### src/rtl/pulse_width_frame_receiver_macros.svh
// assertion helpers for the pulse width frame receiver
// each macro expects clk and rst_n in the scope where it is used
`ifndef PULSE_WIDTH_FRAME_RECEIVER_MACROS_SVH
`define PULSE_WIDTH_FRAME_RECEIVER_MACROS_SVH

`ifndef SYNTH

// same-cycle implication
`define PWFR_ASSERT_IMPL(label, ante, cons) \
  label: assert property (@(posedge clk) disable iff (!rst_n) (ante) |-> (cons)) \
    else $error("pwfr assertion failed");

// next-cycle implication
`define PWFR_ASSERT_NEXT(label, ante, cons) \
  label: assert property (@(posedge clk) disable iff (!rst_n) (ante) |=> (cons)) \
    else $error("pwfr assertion failed");

`else

`define PWFR_ASSERT_IMPL(label, ante, cons)
`define PWFR_ASSERT_NEXT(label, ante, cons)

`endif

`endif

### src/rtl/pwfr_pkg.sv
package pwfr_pkg;

  // configuration register indexes
  typedef enum logic [2:0] {
    REG_FRAME_HEADER   = 3'd0,
    REG_OWN_ADDRESS    = 3'd1,
    REG_UNLOCK_COMMAND = 3'd2,
    REG_SHORT_MIN      = 3'd3,
    REG_LONG_MIN       = 3'd4,
    REG_ACTIVE_WRAP    = 3'd5,
    REG_IDLE_LIMIT     = 3'd6
  } cfg_idx_t;

  // frame position codes
  typedef enum logic [1:0] {
    FRM_HEADER  = 2'd0,
    FRM_ADDRESS = 2'd1,
    FRM_COMMAND = 2'd2,
    FRM_UNUSED  = 2'd3
  } frame_pos_t;

  // reset values of the configuration registers
  localparam logic [7:0] RST_FRAME_HEADER   = 8'd0;
  localparam logic [7:0] RST_OWN_ADDRESS    = 8'd0;
  localparam logic [7:0] RST_UNLOCK_COMMAND = 8'd0;
  localparam logic [7:0] RST_SHORT_MIN      = 8'd20;
  localparam logic [7:0] RST_LONG_MIN       = 8'd80;
  localparam logic [7:0] RST_ACTIVE_WRAP    = 8'd150;
  localparam logic [7:0] RST_IDLE_LIMIT     = 8'd100;

  // bits per byte as counted by the bit position
  localparam logic [3:0] BITS_PER_BYTE = 4'd8;

  // configuration seen by the decode stage
  typedef struct packed {
    logic [7:0] frame_header;
    logic [7:0] own_address;
    logic [7:0] unlock_command;
    logic [7:0] short_pulse_min;
    logic [7:0] long_pulse_min;
    logic [7:0] active_wrap_limit;
    logic [7:0] idle_limit;
  } cfg_t;

endpackage

### src/rtl/pwfr_cfg_regs.sv
module pwfr_cfg_regs (
  input  logic            clk,
  input  logic            rst_n,
  input  logic            cfg_we,
  input  logic [2:0]      cfg_addr,
  input  logic [7:0]      cfg_wdata,
  output pwfr_pkg::cfg_t  cfg
);

  pwfr_pkg::cfg_t cfg_r;
  pwfr_pkg::cfg_t cfg_nxt;

  // register write decode, unknown indexes are dropped
  always_comb begin
    cfg_nxt = cfg_r;
    if (cfg_we) begin
      unique case (pwfr_pkg::cfg_idx_t'(cfg_addr))
        pwfr_pkg::REG_FRAME_HEADER:   cfg_nxt.frame_header      = cfg_wdata;
        pwfr_pkg::REG_OWN_ADDRESS:    cfg_nxt.own_address       = cfg_wdata;
        pwfr_pkg::REG_UNLOCK_COMMAND: cfg_nxt.unlock_command    = cfg_wdata;
        pwfr_pkg::REG_SHORT_MIN:      cfg_nxt.short_pulse_min   = cfg_wdata;
        pwfr_pkg::REG_LONG_MIN:       cfg_nxt.long_pulse_min    = cfg_wdata;
        pwfr_pkg::REG_ACTIVE_WRAP:    cfg_nxt.active_wrap_limit = cfg_wdata;
        pwfr_pkg::REG_IDLE_LIMIT:     cfg_nxt.idle_limit        = cfg_wdata;
        default: cfg_nxt = cfg_r;
      endcase
    end
  end

  // register bank
  always_ff @(posedge clk) begin
    if (!rst_n) begin
      cfg_r.frame_header      <= pwfr_pkg::RST_FRAME_HEADER;
      cfg_r.own_address       <= pwfr_pkg::RST_OWN_ADDRESS;
      cfg_r.unlock_command    <= pwfr_pkg::RST_UNLOCK_COMMAND;
      cfg_r.short_pulse_min   <= pwfr_pkg::RST_SHORT_MIN;
      cfg_r.long_pulse_min    <= pwfr_pkg::RST_LONG_MIN;
      cfg_r.active_wrap_limit <= pwfr_pkg::RST_ACTIVE_WRAP;
      cfg_r.idle_limit        <= pwfr_pkg::RST_IDLE_LIMIT;
    end else begin
      cfg_r <= cfg_nxt;
    end
  end

  assign cfg = cfg_r;

endmodule

### src/rtl/pwfr_in_reg.sv
module pwfr_in_reg (
  input  logic clk,
  input  logic rst_n,
  input  logic in_tvalid,
  output logic in_tready,
  input  logic line_level,
  output logic smp_valid,
  input  logic smp_ready,
  output logic smp_level
);

  logic valid_r;
  logic valid_nxt;
  logic level_r;
  logic load;

  // the register refills in the same cycle it drains
  assign in_tready = !valid_r || smp_ready;
  assign load      = in_tvalid && in_tready;

  always_comb begin
    valid_nxt = valid_r;
    if (load) begin
      valid_nxt = 1'b1;
    end else if (smp_ready) begin
      valid_nxt = 1'b0;
    end
  end

  always_ff @(posedge clk) begin
    if (!rst_n) begin
      valid_r <= 1'b0;
    end else begin
      valid_r <= valid_nxt;
    end
  end

  // sample payload
  always_ff @(posedge clk) begin
    if (load) begin
      level_r <= line_level;
    end
  end

  assign smp_valid = valid_r;
  assign smp_level = level_r;

endmodule

### src/rtl/pwfr_decode.sv
`include "pulse_width_frame_receiver_macros.svh"

module pwfr_decode (
  input  logic           clk,
  input  logic           rst_n,
  input  pwfr_pkg::cfg_t cfg,
  input  logic           smp_valid,
  output logic           smp_ready,
  input  logic           smp_level,
  output logic           out_valid,
  input  logic           out_ready,
  output logic           lock_enable,
  output logic           byte_valid,
  output logic [7:0]     byte_value,
  output logic           frame_done
);

  // receiver state
  logic                 armed_r,  armed_nxt;
  logic [7:0]           active_r, active_nxt;
  logic [7:0]           idle_r,   idle_nxt;
  logic [7:0]           shift_r,  shift_nxt;
  logic [3:0]           bitpos_r, bitpos_nxt;
  pwfr_pkg::frame_pos_t frame_r,  frame_nxt;
  logic                 lock_r,   lock_nxt;

  // result register
  logic       out_valid_r, out_valid_nxt;
  logic       out_byte_valid_r;
  logic [7:0] out_byte_value_r;
  logic       out_frame_done_r;

  logic       fire;
  logic       res_valid;
  logic [7:0] res_value;
  logic       res_done;
  logic [7:0] act_inc;
  logic [7:0] idle_inc;
  logic       is_bit0;
  logic       is_bit1;

  assign smp_ready = !out_valid_r || out_ready;
  assign fire      = smp_valid && smp_ready;

  assign act_inc  = 8'(active_r + 8'd1);
  assign idle_inc = 8'(idle_r + 8'd1);
  assign is_bit0  = (active_r > cfg.short_pulse_min) && (active_r <= cfg.long_pulse_min);
  assign is_bit1  = active_r > cfg.long_pulse_min;

  // one tick of pulse timing, bit assembly and frame matching
  always_comb begin
    armed_nxt  = armed_r;
    active_nxt = active_r;
    idle_nxt   = idle_r;
    shift_nxt  = shift_r;
    bitpos_nxt = bitpos_r;
    frame_nxt  = frame_r;
    lock_nxt   = lock_r;
    res_valid  = 1'b0;
    res_value  = 8'd0;
    res_done   = 1'b0;

    if (smp_level) begin
      // pulse active: count with wrap at the limit
      armed_nxt  = 1'b0;
      active_nxt = (act_inc == cfg.active_wrap_limit) ? 8'd0 : act_inc;
    end else if (!armed_r) begin
      // release edge: classify the pulse
      armed_nxt  = 1'b1;
      active_nxt = 8'd0;
      if (is_bit1) begin
        shift_nxt  = {shift_r[6:0], 1'b1};
        bitpos_nxt = 4'(bitpos_r + 4'd1);
        idle_nxt   = 8'd0;
      end else if (is_bit0) begin
        // idle count restarts at one after a zero bit
        shift_nxt  = {shift_r[6:0], 1'b0};
        bitpos_nxt = 4'(bitpos_r + 4'd1);
        idle_nxt   = 8'd1;
      end else begin
        idle_nxt = idle_inc;
      end
    end else begin
      // line idle: timeout drops framing and relocks
      idle_nxt = idle_inc;
      if (idle_inc >= cfg.idle_limit) begin
        bitpos_nxt = 4'd0;
        frame_nxt  = pwfr_pkg::FRM_HEADER;
        lock_nxt   = 1'b1;
      end
    end

    // byte complete: step the frame matcher
    if (bitpos_nxt == pwfr_pkg::BITS_PER_BYTE) begin
      bitpos_nxt = 4'd0;
      res_valid  = 1'b1;
      res_value  = shift_nxt;
      unique case (frame_nxt)
        pwfr_pkg::FRM_HEADER: begin
          frame_nxt = (shift_nxt == cfg.frame_header) ?
                      pwfr_pkg::FRM_ADDRESS : pwfr_pkg::FRM_HEADER;
        end
        pwfr_pkg::FRM_ADDRESS: begin
          frame_nxt = (shift_nxt == cfg.own_address) ?
                      pwfr_pkg::FRM_COMMAND : pwfr_pkg::FRM_HEADER;
        end
        pwfr_pkg::FRM_COMMAND: begin
          frame_nxt = pwfr_pkg::FRM_HEADER;
          res_done  = 1'b1;
          if (shift_nxt == cfg.unlock_command) begin
            lock_nxt = 1'b0;
          end
        end
        default: frame_nxt = pwfr_pkg::FRM_HEADER;
      endcase
    end
  end

  // state registers advance once per beat
  always_ff @(posedge clk) begin
    if (!rst_n) begin
      armed_r  <= 1'b1;
      active_r <= 8'd0;
      idle_r   <= 8'd0;
      shift_r  <= 8'd0;
      bitpos_r <= 4'd0;
      frame_r  <= pwfr_pkg::FRM_HEADER;
      lock_r   <= 1'b1;
    end else if (fire) begin
      armed_r  <= armed_nxt;
      active_r <= active_nxt;
      idle_r   <= idle_nxt;
      shift_r  <= shift_nxt;
      bitpos_r <= bitpos_nxt;
      frame_r  <= frame_nxt;
      lock_r   <= lock_nxt;
    end
  end

  // result valid flag
  always_comb begin
    out_valid_nxt = out_valid_r;
    if (fire) begin
      out_valid_nxt = 1'b1;
    end else if (out_ready) begin
      out_valid_nxt = 1'b0;
    end
  end

  always_ff @(posedge clk) begin
    if (!rst_n) begin
      out_valid_r <= 1'b0;
    end else begin
      out_valid_r <= out_valid_nxt;
    end
  end

  // result payload
  always_ff @(posedge clk) begin
    if (fire) begin
      out_byte_valid_r <= res_valid;
      out_byte_value_r <= res_value;
      out_frame_done_r <= res_done;
    end
  end

  assign out_valid   = out_valid_r;
  assign lock_enable = lock_r;
  assign byte_valid  = out_byte_valid_r;
  assign byte_value  = out_byte_value_r;
  assign frame_done  = out_frame_done_r;

  `PWFR_ASSERT_IMPL(a_done_has_byte, out_valid_r && out_frame_done_r, out_byte_valid_r)
  `PWFR_ASSERT_IMPL(a_value_zero_no_byte, out_valid_r && !out_byte_valid_r, out_byte_value_r == 8'd0)
  `PWFR_ASSERT_IMPL(a_bitpos_below_byte, 1'b1, bitpos_r < pwfr_pkg::BITS_PER_BYTE)
  `PWFR_ASSERT_IMPL(a_frame_pos_reachable, 1'b1, frame_r != pwfr_pkg::FRM_UNUSED)
  `PWFR_ASSERT_NEXT(a_unlock_needs_frame, fire && lock_r && !lock_nxt, out_frame_done_r)

endmodule

### src/rtl/pulse_width_frame_receiver.sv
// pulse width frame receiver
// input stream: one beat per timer tick, in_tdata[0] is the sampled line level
// (1 = pulse active). pulses are timed, classified as bit 0 or bit 1 on release,
// and assembled msb first into bytes; header, address, command frames are matched
// output stream: exactly one beat per input beat, in order. out_tdata[0] is the
// lock drive, out_tdata[8:1] the completed byte, out_tuser flags a completed byte
// and out_tlast marks the command byte that ends a frame
// configuration: cfg_we writes cfg_wdata to register cfg_addr (0 header,
// 1 address, 2 unlock command, 3 short min, 4 long min, 5 active wrap,
// 6 idle limit); write only while no beat is in flight
// latency: a beat accepted at one clock edge is on the output after the next edge
// throughput: one beat per cycle; the single-cycle state update between the input
// register and the result register sets this rate
// reset: holding rst_n low for one edge empties both registers, loads the register
// defaults and sets the lock drive to 1
// stall: while out_tready is low the result holds; the input register takes at most
// one more beat, then in_tready drops until the result is taken
module pulse_width_frame_receiver (
  input  logic        clk,
  input  logic        rst_n,
  // configuration write port
  input  logic        cfg_we,
  input  logic [2:0]  cfg_addr,
  input  logic [7:0]  cfg_wdata,
  // input stream
  input  logic        in_tvalid,
  output logic        in_tready,
  input  logic [7:0]  in_tdata,   // [0] line_level, [7:1] zero
  // output stream
  output logic        out_tvalid,
  input  logic        out_tready,
  output logic [15:0] out_tdata,  // [0] lock_enable, [8:1] byte_value, [15:9] zero
  output logic        out_tuser,  // [0] byte_valid
  output logic        out_tlast   // frame_done
);

  pwfr_pkg::cfg_t cfg;
  logic           smp_valid;
  logic           smp_ready;
  logic           smp_level;
  logic           lock_enable;
  logic [7:0]     byte_value;

  pwfr_cfg_regs u_cfg (
    .clk       (clk),
    .rst_n     (rst_n),
    .cfg_we    (cfg_we),
    .cfg_addr  (cfg_addr),
    .cfg_wdata (cfg_wdata),
    .cfg       (cfg)
  );

  pwfr_in_reg u_in (
    .clk        (clk),
    .rst_n      (rst_n),
    .in_tvalid  (in_tvalid),
    .in_tready  (in_tready),
    .line_level (in_tdata[0]),
    .smp_valid  (smp_valid),
    .smp_ready  (smp_ready),
    .smp_level  (smp_level)
  );

  pwfr_decode u_dec (
    .clk         (clk),
    .rst_n       (rst_n),
    .cfg         (cfg),
    .smp_valid   (smp_valid),
    .smp_ready   (smp_ready),
    .smp_level   (smp_level),
    .out_valid   (out_tvalid),
    .out_ready   (out_tready),
    .lock_enable (lock_enable),
    .byte_valid  (out_tuser),
    .byte_value  (byte_value),
    .frame_done  (out_tlast)
  );

  // pack the result beat
  assign out_tdata = {7'd0, byte_value, lock_enable};

endmodule
### config.mk
export PLATFORM = sky130hd
export DESIGN_NAME = pulse_width_frame_receiver
export DESIGN_NICKNAME = d
export VERILOG_FILES = /design/src/rtl/pwfr_pkg.sv /design/src/rtl/pwfr_cfg_regs.sv /design/src/rtl/pwfr_in_reg.sv /design/src/rtl/pwfr_decode.sv /design/src/rtl/pulse_width_frame_receiver.sv
export VERILOG_INCLUDE_DIRS = /design/src /design/src/rtl
export SDC_FILE = /design/constraint.sdc
export NUM_CORES = 1
export LEC_CHECK = 0
export BUFFER_PORTS_ARGS = -buffer_cell sky130_fd_sc_hd__buf_2
export CAP_MARGIN = 10
export CORE_MARGIN = 2
export CORE_UTILIZATION = 50
export CTS_BUF_LIST = sky130_fd_sc_hd__clkbuf_16
export DETAILED_ROUTE_END_ITERATION = 12
export PLACE_DENSITY_LB_ADDON = 0.2
export SLEW_MARGIN = 10
export SYNTH_ARGS = -nofsm -noshare
export SYNTH_HDL_FRONTEND = slang
export SYNTH_SLANG_ARGS = --single-unit
### constraint.sdc
create_clock -name clk -period 3.7 [get_ports clk]
set_clock_uncertainty 0.05 [all_clocks]
set_input_delay 0.37 -clock clk [delete_from_list [all_inputs] [get_ports clk]]
set_output_delay 0.37 -clock clk [all_outputs]
set_load 0.02 [all_outputs]
## Word level (Yosys, flattened, before mapping)

Index checks and enable logic that the tools add are counted.
Widths: inputs -> output; s select.

| word-level totals | value |
|---|---|
| bits in registers | 101 |
| word-level logic and storage cells | 98 |
| bits of input ports | 24 |

| cells by class | value |
|---|---|
| add/subtract/negate cells | 3 |
| reductions and logical operators | 20 |
| muxes and demuxes | 36 |
| equal/unequal tests | 14 |
| magnitude comparators | 4 |
| bitwise logic cells | 1 |

Operator list:

| cell | number |
|---|---|
| $mux 8 | 10 |
| $eq 8x8->1 | 4 |
| $mux 4 | 6 |
| $reduce_and 2->1 | 9 |
| $add 8x1->8 const B | 2 |
| $gt 8x8->1 | 2 |
| $mux 1 | 14 |
| $mux 2 | 5 |
| $eq 3x3->1 const B | 3 |
| $ge 8x8->1 | 1 |
| $le 8x8->1 | 1 |
| $eq 3x2->1 const B | 2 |
| $add 4x1->4 const B | 1 |
| $eq 4x4->1 const B | 1 |
| $pmux 2 s2 | 1 |
| $reduce_bool 2->1 | 2 |
| $eq 3x1->1 const B | 1 |
| $logic_and 1x1->1 | 3 |
| $logic_not 3->1 | 1 |
| $eq 2x1->1 const B | 1 |
| $eq 2x2->1 const B | 1 |
| $logic_not 1->1 | 2 |
| $logic_not 2->1 | 1 |
| $logic_or 1x1->1 | 2 |
| other kinds (2) | 2 |

## Depth between registers and ports, before layout

Gate-level depths: netlist (run 1).

| logic depth | value |
|---|---|
| word-level depth | 10 |
| gate-level depth with buffers | 14 |
| depth with buffers taken out | 13 |

## Modules after synthesis

Synthesis (run 1) repeated with hierarchy kept, for this count alone.

| unflattened totals | value |
|---|---|
| cell total of the unflattened synthesis | 648 |
| area, all modules | 5836.8 sq um |

By module, submodules not included:

| module | sequential area each (sq um) | area each (sq um) | cells each | instances |
|---|---|---|---|---|
| pwfr_decode | 960.9 | 3528.4 | 427 | 1 |
| pwfr_cfg_regs | 1121.1 | 2157.1 | 206 | 1 |
| pwfr_in_reg | 50.0 | 87.6 | 6 | 1 |
| pulse_width_frame_receiver | 0.0 | 63.8 | 9 | 1 |

## Worst setup path before layout (run 1)

No wires, ideal clock.

| timing | value |
|---|---|
| kind | flip-flop to flip-flop |
| from | register u_dec.idle_r[0] |
| to | register u_dec.out_byte_value_r[0], in the netlist u_dec.byte_value[0], data pin |
| setup slack | 0.743 ns |
| setup time | 0.260 ns |
| period minus slack after synthesis | 2.957 ns |
| stages on the path, launching flop included | 13 |
| arrival | 2.646 ns |
| path through | dfxtp_1 ha_1 nand3_1 nor2_1 xor2_1 ha_1 a21o_1 a221oi_1 nor2_1 a311oi_1 nand2b_1 buf_2 nor2_1 |

| between the ends | value |
|---|---|
| word-level cells in the longest chain between the ends | 6 |

Ends and longest elaborated chain:

| what | RTL line | text |
|---|---|---|
| start, declared | pwfr_decode.sv:21 | `logic [7:0] idle_r, idle_nxt;` |
| start signal, assigned | pwfr_decode.sv:132 | `idle_r <= idle_nxt;` |
| $add 8x1->8 | pwfr_decode.sv:46 | `assign idle_inc = 8'(idle_r + 8'd1);` |
| $ge 8x8->1 | pwfr_decode.sv:86 | `if (idle_inc >= cfg.idle_limit) begin` |
| $mux 4 | pwfr_decode.sv:86 |  |
| $mux 4 | pwfr_decode.sv:67 | `end else if (!armed_r) begin` |
| $mux 4 | pwfr_decode.sv:63 | `if (smp_level) begin` |
| $eq 4x4->1 | pwfr_decode.sv:94 | `if (bitpos_nxt == pwfr_pkg::BITS_PER_BYTE) begin` |
| end signal, assigned | pwfr_decode.sv:162 | `out_byte_value_r <= res_value;` |
| end, declared | pwfr_decode.sv:30 | `logic [7:0] out_byte_value_r;` |

No other way between the ends.
A chain may end at the register's enable or synchronous reset.

## Final worst setup path (run 1)

| timing | value |
|---|---|
| from | register u_dec.active_r[3] |
| to | register u_dec.out_byte_value_r[4], in the netlist u_dec.byte_value[4], data pin |

| between the ends | value |
|---|---|
| word-level cells in the longest chain between the ends | 7 |
| elaborated cells between the ends (all ways) | 13 |
| classes of those cells | order compare: 3; eq/ne: 1; mux: 8; reduce/logical: 1 |

Ends and longest elaborated chain:

| what | RTL line | text |
|---|---|---|
| start, declared | pwfr_decode.sv:20 | `logic [7:0] active_r, active_nxt;` |
| start signal, assigned | pwfr_decode.sv:131 | `active_r <= active_nxt;` |
| $gt 8x8->1 or $le 8x8->1 (tied branches) | pwfr_decode.sv:47 | `assign is_bit0 = (active_r > cfg.short_pulse_min) && (active_r <= cfg.long_pulse_min);` |
| $logic_and 1x1->1 | pwfr_decode.sv:47 |  |
| $mux 4 | pwfr_decode.sv:75 | `end else if (is_bit0) begin` |
| $mux 4 | pwfr_decode.sv:71 | `if (is_bit1) begin` |
| $mux 4 | pwfr_decode.sv:67 |  |
| $mux 4 | pwfr_decode.sv:63 |  |
| $eq 4x4->1 | pwfr_decode.sv:94 |  |

Several ways; a longest one is shown, not always the timed one.

==> impl_metrics.env, run 1 <==
export IMPL_drc_errors=0
export IMPL_die_h_um=108.1
export IMPL_grt_first_pass_wirelength_um=21740
export IMPL_crit_buf_inv=0
export IMPL_cts_sinks=101
export IMPL_worst_pin_slew_ns=0.8691
export IMPL_ys_async_sr_fraction_pct=0
export IMPL_cpLargestDelayFamily="compound AO/OA/AOI/OAI gates"
export IMPL_synth_top_area_share_pct=33.23
export IMPL_worstPathArrival_ns=3.31
export IMPL_n_antenna_cell=0
export IMPL_rsz0062_at_grt="false"
export IMPL_cts_htree_levels=3
export IMPL_slew_headroom_pct=41.62
export IMPL_cpMaxStageDelayCell="dfxtp_1"
export IMPL_synthFlopType="dfxtp_1"
export IMPL_design_die_area_um2=11690
export IMPL_routed_wl_um=13560
export IMPL_grt_pass1_vias=4297
export IMPL_drv_cap=0
export IMPL_r2r_start="u_dec.active_r[3]"
export IMPL_first_pass_iters=6
export IMPL_holdPathStages=1
export IMPL_p_int_uw=1723
export IMPL_cts_buffers=9
export IMPL_synthTopCellsByCount="nand2_1, dfxtp_1, a21oi_1"
export IMPL_ys_seq_area_share_pct=39.33
export IMPL_hold_end="u_in.smp_level"
export IMPL_start_util_pct=50.68
export IMPL_netlist_instances=668
export IMPL_drt_iter0_markers=323
export IMPL_crit_required_ns=3.74
export IMPL_swShare_pct=25.25
export IMPL_clockBufferDepth=2
export IMPL_root_buffer="clkbuf_16"
export IMPL_rrSetupSlack_ns=0.42
export IMPL_clk_pin_slew_ns=0.07
export IMPL_cts_resized=0
export IMPL_setup_viol=0
export IMPL_antenna_left=0
export IMPL_placementRows=38
export IMPL_avgRoutedWirePerCell_um=16.32
export IMPL_switchingPower_uw=582.0
export IMPL_p_comb_share_pct=7.7
export IMPL_clock_power_share_pct=42.4
export IMPL_numPortBuffers=29
export IMPL_synth_edf_count=11
export IMPL_critPathKind="reg2reg"
export IMPL_grt_usage_pct=23.94
export IMPL_slew_viol_final=0
export IMPL_yosysTopAreaCell="dfxtp_1"
export IMPL_gp_congestion=0.8588
export IMPL_holdBufCountCts=0
export IMPL_syn_area_um2=5421
export IMPL_ios=44
export IMPL_path_cells="ha_1, nand4_1, nor2_2, a21oi_1, o41a_1, nor4_2, a311oi_1, nand2b_1, nor2_1"
export IMPL_synth_most_common_cell="nand2_1"
export IMPL_hp_start="in_tdata[0]"
export IMPL_synth_cell_types=59
export IMPL_setup_tns_ns=0
export IMPL_status="completed"
export IMPL_reg2reg_to="u_dec.byte_value[4]"
export IMPL_finalCriticalPeriod_ns=3.275
export IMPL_ys_ff_latch=101
export IMPL_ff2ff_path_depth=9
export IMPL_p_seq_share_pct=49.9
export IMPL_cp_max_fo=11
export IMPL_synth_warnings=0
export IMPL_antenna_found_initial=0
export IMPL_worstHoldPathType="in2reg"
export IMPL_critPathLaunch="u_dec.active_r[3]"
export IMPL_hold_viol_final=0
export IMPL_grt_ovfl_total=0
export IMPL_synth_area_top_cells="dfxtp_1, nand2_1, a21oi_1, ha_1, edfxtp_1"
export IMPL_clkLatencyLatePin_ns=0.35
export IMPL_num_fill_cells=1002
export IMPL_fmax_mhz=305.3
export IMPL_fin_nets=737
export IMPL_drive_above_1_share_pct=9.117
export IMPL_avgSynthCellArea_um2=8.116
export IMPL_postCtsSetupBuffers=0
export IMPL_vias=4684
export IMPL_crit_path_start_kind="register"
export IMPL_core_um2=10700
export IMPL_peakVddDrop_mv=0.2987
export IMPL_p_leak_uw=0.002342
export IMPL_critical_path_max_stage_delay_ns=0.59
export IMPL_vias_per_cell=5.637
export IMPL_cts_tree="done"
export IMPL_powerDensity_nw_per_um2=387.2
export IMPL_grt_max_degree=69
export IMPL_end_kind="register"
export IMPL_die_w_um=108.1
export IMPL_total_power_uw=2305
export IMPL_fin_crit_sh_pct=88.52
export IMPL_syn_to_final_growth_pct=9.808
export IMPL_hpwlAfterDp_um=9510
==> worst max-delay path by stage <==
stage	endpoint	slack [ns]	cells after the start
final	u_dec.byte_value[4]	0.42	9
after floorplan	u_dec.byte_value[0]	0.74	12
after detailed placement	u_dec.byte_value[7]	0.47	9
after global placement	u_dec.frame_r[0]	0.51	8
after global routing	u_dec.byte_value[7]	0.13	9
after CTS	u_dec.byte_value[7]	0.44	9
==> layout make-up <==
class	count	area, um2	area share, %
Timing Repair Buffer	35	190.2	3.195
Sequential cell	101	2132	35.81
Clock inverter	7	81.33	1.366
Inverter	40	150.1	2.522
Clock buffer	9	225.2	3.783
Multi-Input combinational cell	499	2999	50.38
Tap cell	140	175.2	2.942
==> layout by cell type (no fill, tap or decap), types with 3 or more instances in the layout <==
master     count
buf_2         29
nand2b_1      10
nand2_1      147
clkbuf_16      9
xnor2_1       26
conb_1         7
ha_1          27
nand4_1        9
a22o_1         7
buf_4          6
dfxtp_1       90
and2_1         4
xor2_1        24
o211ai_1       9
a21o_1         4
mux2i_1        7
nor4_1         6
a21oi_1       78
o21ai_0       12
a2111oi_0      3
and3_1         4
nor3_1         5
inv_1         38
a311oi_1       5
edfxtp_1      11
a211oi_1       5
nor2_1        41
nor2b_1        7
nand3_1       17
==> state kept, by name, indices dropped and copies added (netlist names) <==
signal             flops
u_dec.byte_valid       1
u_dec.bitpos_r         4
u_in.smp_valid         1
u_dec.active_r         8
u_dec.shift_r          8
u_dec.byte_value       8
u_in.smp_level         1
u_cfg.cfg             56
u_dec.armed_r          1
u_dec.frame_done       1
u_dec.frame_r          2
u_dec.out_valid        1
u_dec.idle_r           8
u_dec.lock_enable      1
==> routing by layer <==
| layer | GRT usage, % | share of wire [%] | wire, um | up-vias |
|---|---|---|---|---|
| li1 | - | - | - | 2326 |
| met1 | 33.36 | 47 | 6324 | 2168 |
| met2 | 38.59 | 45 | 6113 | 169 |
| met3 | 4.159 | 6.3 | 858 | 21 |
| met4 | 6.044 | 2.0 | 269 | 0 |
| met5 | 0 | 0 | 0 | - |
==> metrics by stage <==
| stage | hold slack [ns] | cells | area [um2] | setup slack [ns] | utilization (%) |
|---|---|---|---|---|---|
| floorplan | 0.3863 | 674 | 5444 | 0.7435 | - |
| CTS | 0.1555 | 831 | 5953 | 0.4371 | 55.65 |
| finish | 0.1550 | 831 | 5953 | 0.4246 | 55.65 |
| global route | 0.1521 | 831 | 5953 | 0.1344 | 55.65 |
| detailed placement | 0.3978 | 815 | 5647 | 0.4713 | 52.78 |
| global placement | 0.3943 | 815 | 5647 | 0.5085 | 52.78 |
==> logic make-up after synthesis <==
| kind of cell | count (synthesis) | synth area share, % |
|---|---|---|
| and+or+nand+nor | 259 | 21.19 |
| AOI/OAI and AO/OA | 149 | 18.05 |
| DFF | 101 | 39.33 |
| buffers and inverters | 74 | 5.770 |
| xor gates and xnor gates | 50 | 8.078 |
| adders and majority gates | 27 | 6.231 |
| muxes | 7 | 1.292 |
| other | 1 | 0.06917 |
==> worst reg2reg max path, cell delays in order, from the launching register on <==
cell and delay [ns]:
dfxtp_1 0.59, ha_1 0.36, nand4_1 0.13, nor2_2 0.06, a21oi_1 0.47, o41a_1 0.50
nor4_2 0.07, a311oi_1 0.31, nand2b_1 0.36, nor2_1 0.11
==> power groups by stage <==
| stage | logic [uW] | registers (uW) | clock network [uW] |
|---|---|---|---|
| final | 178 | 1150 | 978 |
| after floorplan | 116 | 1180 | 0 |
| after CTS | 177 | 1150 | 986 |
| after global placement | 171 | 1170 | 0 |
| after detailed placement | 176 | 1170 | 0 |
| after global routing | 196 | 1150 | 1030 |
Power figures use the tool's default switching activity.
==> run 2: changes to the inputs <==
--- a/config.mk
+++ b/config.mk
@@ -8,8 +8,10 @@
 export LEC_CHECK = 0
 export BUFFER_PORTS_ARGS = -buffer_cell sky130_fd_sc_hd__buf_2
 export CAP_MARGIN = 10
+export CELL_PAD_IN_SITES_DETAIL_PLACEMENT = 1
+export CELL_PAD_IN_SITES_GLOBAL_PLACEMENT = 1
 export CORE_MARGIN = 2
-export CORE_UTILIZATION = 50
+export CORE_UTILIZATION = 45
 export CTS_BUF_LIST = sky130_fd_sc_hd__clkbuf_16
 export DETAILED_ROUTE_END_ITERATION = 12
 export PLACE_DENSITY_LB_ADDON = 0.2
==> impl_metrics.env, run 2 (same netlist as run 1, synthesis figures left out) <==
export IMPL_grt_first_pass_wirelength_um=25850
export IMPL_syn_to_final_growth_pct=9.693
export IMPL_rsz0062_at_grt="false"
export IMPL_p_comb_share_pct=8.3
export IMPL_layout_common_cells="nand2_1, dfxtp_1, a21oi_1, nor2_1, inv_1"
export IMPL_antenna_found_initial=0
export IMPL_peakVddDrop_mv=0.3408
export IMPL_worstPathArrival_ns=3.52
export IMPL_grt_usage_pct=25.75
export IMPL_p_leak_uw=0.002346
export IMPL_cts_htree_levels=3
export IMPL_placementRows=40
export IMPL_cpMaxStageDelayCell="o41ai_4"
export IMPL_die_w_um=113.8
export IMPL_fin_crit_sh_pct=88.90
export IMPL_hold_viol_final=0
export IMPL_cp_max_fo=11
export IMPL_drt_iter0_markers=293
export IMPL_slew_headroom_pct=36.68
export IMPL_postCtsSetupBuffers=0
export IMPL_slew_viol_final=0
export IMPL_finalCriticalPeriod_ns=3.289
export IMPL_worst_pin_slew_ns=0.9425
export IMPL_p_int_uw=1642
export IMPL_r2r_start="u_dec.active_r[3]"
export IMPL_worstHoldPathType="in2reg"
export IMPL_hold_end="u_in.smp_level"
export IMPL_ios=44
export IMPL_critical_path_max_stage_delay_ns=0.70
export IMPL_start_util_pct=45.71
export IMPL_path_cells="ha_1, a21oi_1, a21oi_2, o41ai_4, mux2i_1, a22o_1, or4_4, o221ai_2"
export IMPL_routed_wl_um=15610
export IMPL_crit_required_ns=3.93
export IMPL_grt_ovfl_total=0
export IMPL_cts_tree="done"
export IMPL_end_kind="register"
export IMPL_hpwlAfterDp_um=11410
export IMPL_setup_viol=0
export IMPL_design_die_area_um2=12940
export IMPL_n_antenna_cell=0
export IMPL_clk_pin_slew_ns=0.07
export IMPL_hp_start="in_tdata[0]"
export IMPL_core_um2=11860
export IMPL_total_power_uw=2215
export IMPL_vias=4777
export IMPL_fin_nets=740
export IMPL_drive_above_1_share_pct=9.366
export IMPL_cts_sinks=101
export IMPL_reg2reg_to="u_dec.frame_r[0]"
export IMPL_switchingPower_uw=573.4
export IMPL_fmax_mhz=304.0
export IMPL_clock_power_share_pct=39.7
export IMPL_swShare_pct=25.88
export IMPL_largest_reg_flops=56
export IMPL_setup_tns_ns=0
export IMPL_avgRoutedWirePerCell_um=18.56
export IMPL_grt_pass1_vias=4992
export IMPL_drc_errors=0
export IMPL_die_h_um=113.8
export IMPL_hold_worst_slack_ns=0.1487
export IMPL_gp_congestion=0.8257
export IMPL_vias_per_cell=5.680
export IMPL_numPortBuffers=29
export IMPL_clkLatencyLatePin_ns=0.35
export IMPL_drv_cap=0
export IMPL_cts_resized=0
export IMPL_clockBufferDepth=2
export IMPL_grt_max_degree=39
export IMPL_crit_path_start_kind="register"
export IMPL_cts_buffers=9
export IMPL_first_pass_iters=4
export IMPL_status="completed"
export IMPL_powerDensity_nw_per_um2=372.5
export IMPL_holdPathStages=1
export IMPL_ff2ff_path_depth=8
export IMPL_critPathKind="reg2reg"
export IMPL_holdBufCountCts=0
export IMPL_stdcell_area_um2=5947
export IMPL_antenna_left=0
export IMPL_rrSetupSlack_ns=0.41
export IMPL_final_core_util_pct=50.14
export IMPL_root_buffer="clkbuf_16"
export IMPL_final_common_cell="nand2_1"
export IMPL_p_seq_share_pct=51.9
export IMPL_place_area_um2=5678
-- run 2: worst max-delay path by stage --
stage,start,slack (ns),to
after floorplan,u_dec.idle_r[0],0.74,u_dec.byte_value[0]
after global placement,u_dec.active_r[3],0.47,u_dec.frame_r[0]
after detailed placement,u_dec.idle_r[0],0.41,u_dec.byte_value[1]
after CTS,u_dec.idle_r[0],0.38,u_dec.byte_value[1]
after global routing,u_dec.idle_r[0],0.05,u_dec.byte_value[1]
final,u_dec.active_r[3],0.41,u_dec.frame_r[0]
-- run 2: power groups by stage --
| stage | clock [uW] | sequential [uW] | combinational [uW] |
|---|---|---|---|
| floorplan | 0 | 1180 | 116 |
| global placement | 0 | 1170 | 175 |
| detailed placement | 0 | 1180 | 183 |
| CTS | 904 | 1150 | 185 |
| global route | 938 | 1150 | 204 |
| finish | 880 | 1150 | 185 |
-- run 2: final cells by class --
cell class | instances | area, um2
Fill cell | 1485 | 5914
Clock inverter | 7 | 43.79
Timing Repair Buffer | 38 | 212.7
Tap cell | 147 | 183.9
Inverter | 40 | 150.1
Sequential cell | 101 | 2132
Clock buffer | 9 | 225.2
Multi-Input combinational cell | 499 | 2999
-- run 2: metal layers --
layer / track usage [%] / vias up / wire, um
met5: 0 / - / 0
met4: 7.642 / 0 / 205
met3: 4.570 / 15 / 574
met2: 44.59 / 95 / 7740
met1: 32.92 / 2349 / 7088
li1: - / 2318 / -
-- run 2: through the flow --
stage	setup WS [ns]	instances
finish	0.4108	841
global route	0.05122	841
CTS	0.3837	841
detailed placement	0.4073	825
global placement	0.4716	825
floorplan	0.7435	674
-- run 2: worst max-delay path, delay by kind of cell, from the launching register on --
kind | cells | cell delay, ns
compound gates | 5 | 1.47
flops | 1 | 0.60
simple gates | 1 | 0.48
fa+ha+maj | 1 | 0.36
mux | 1 | 0.25
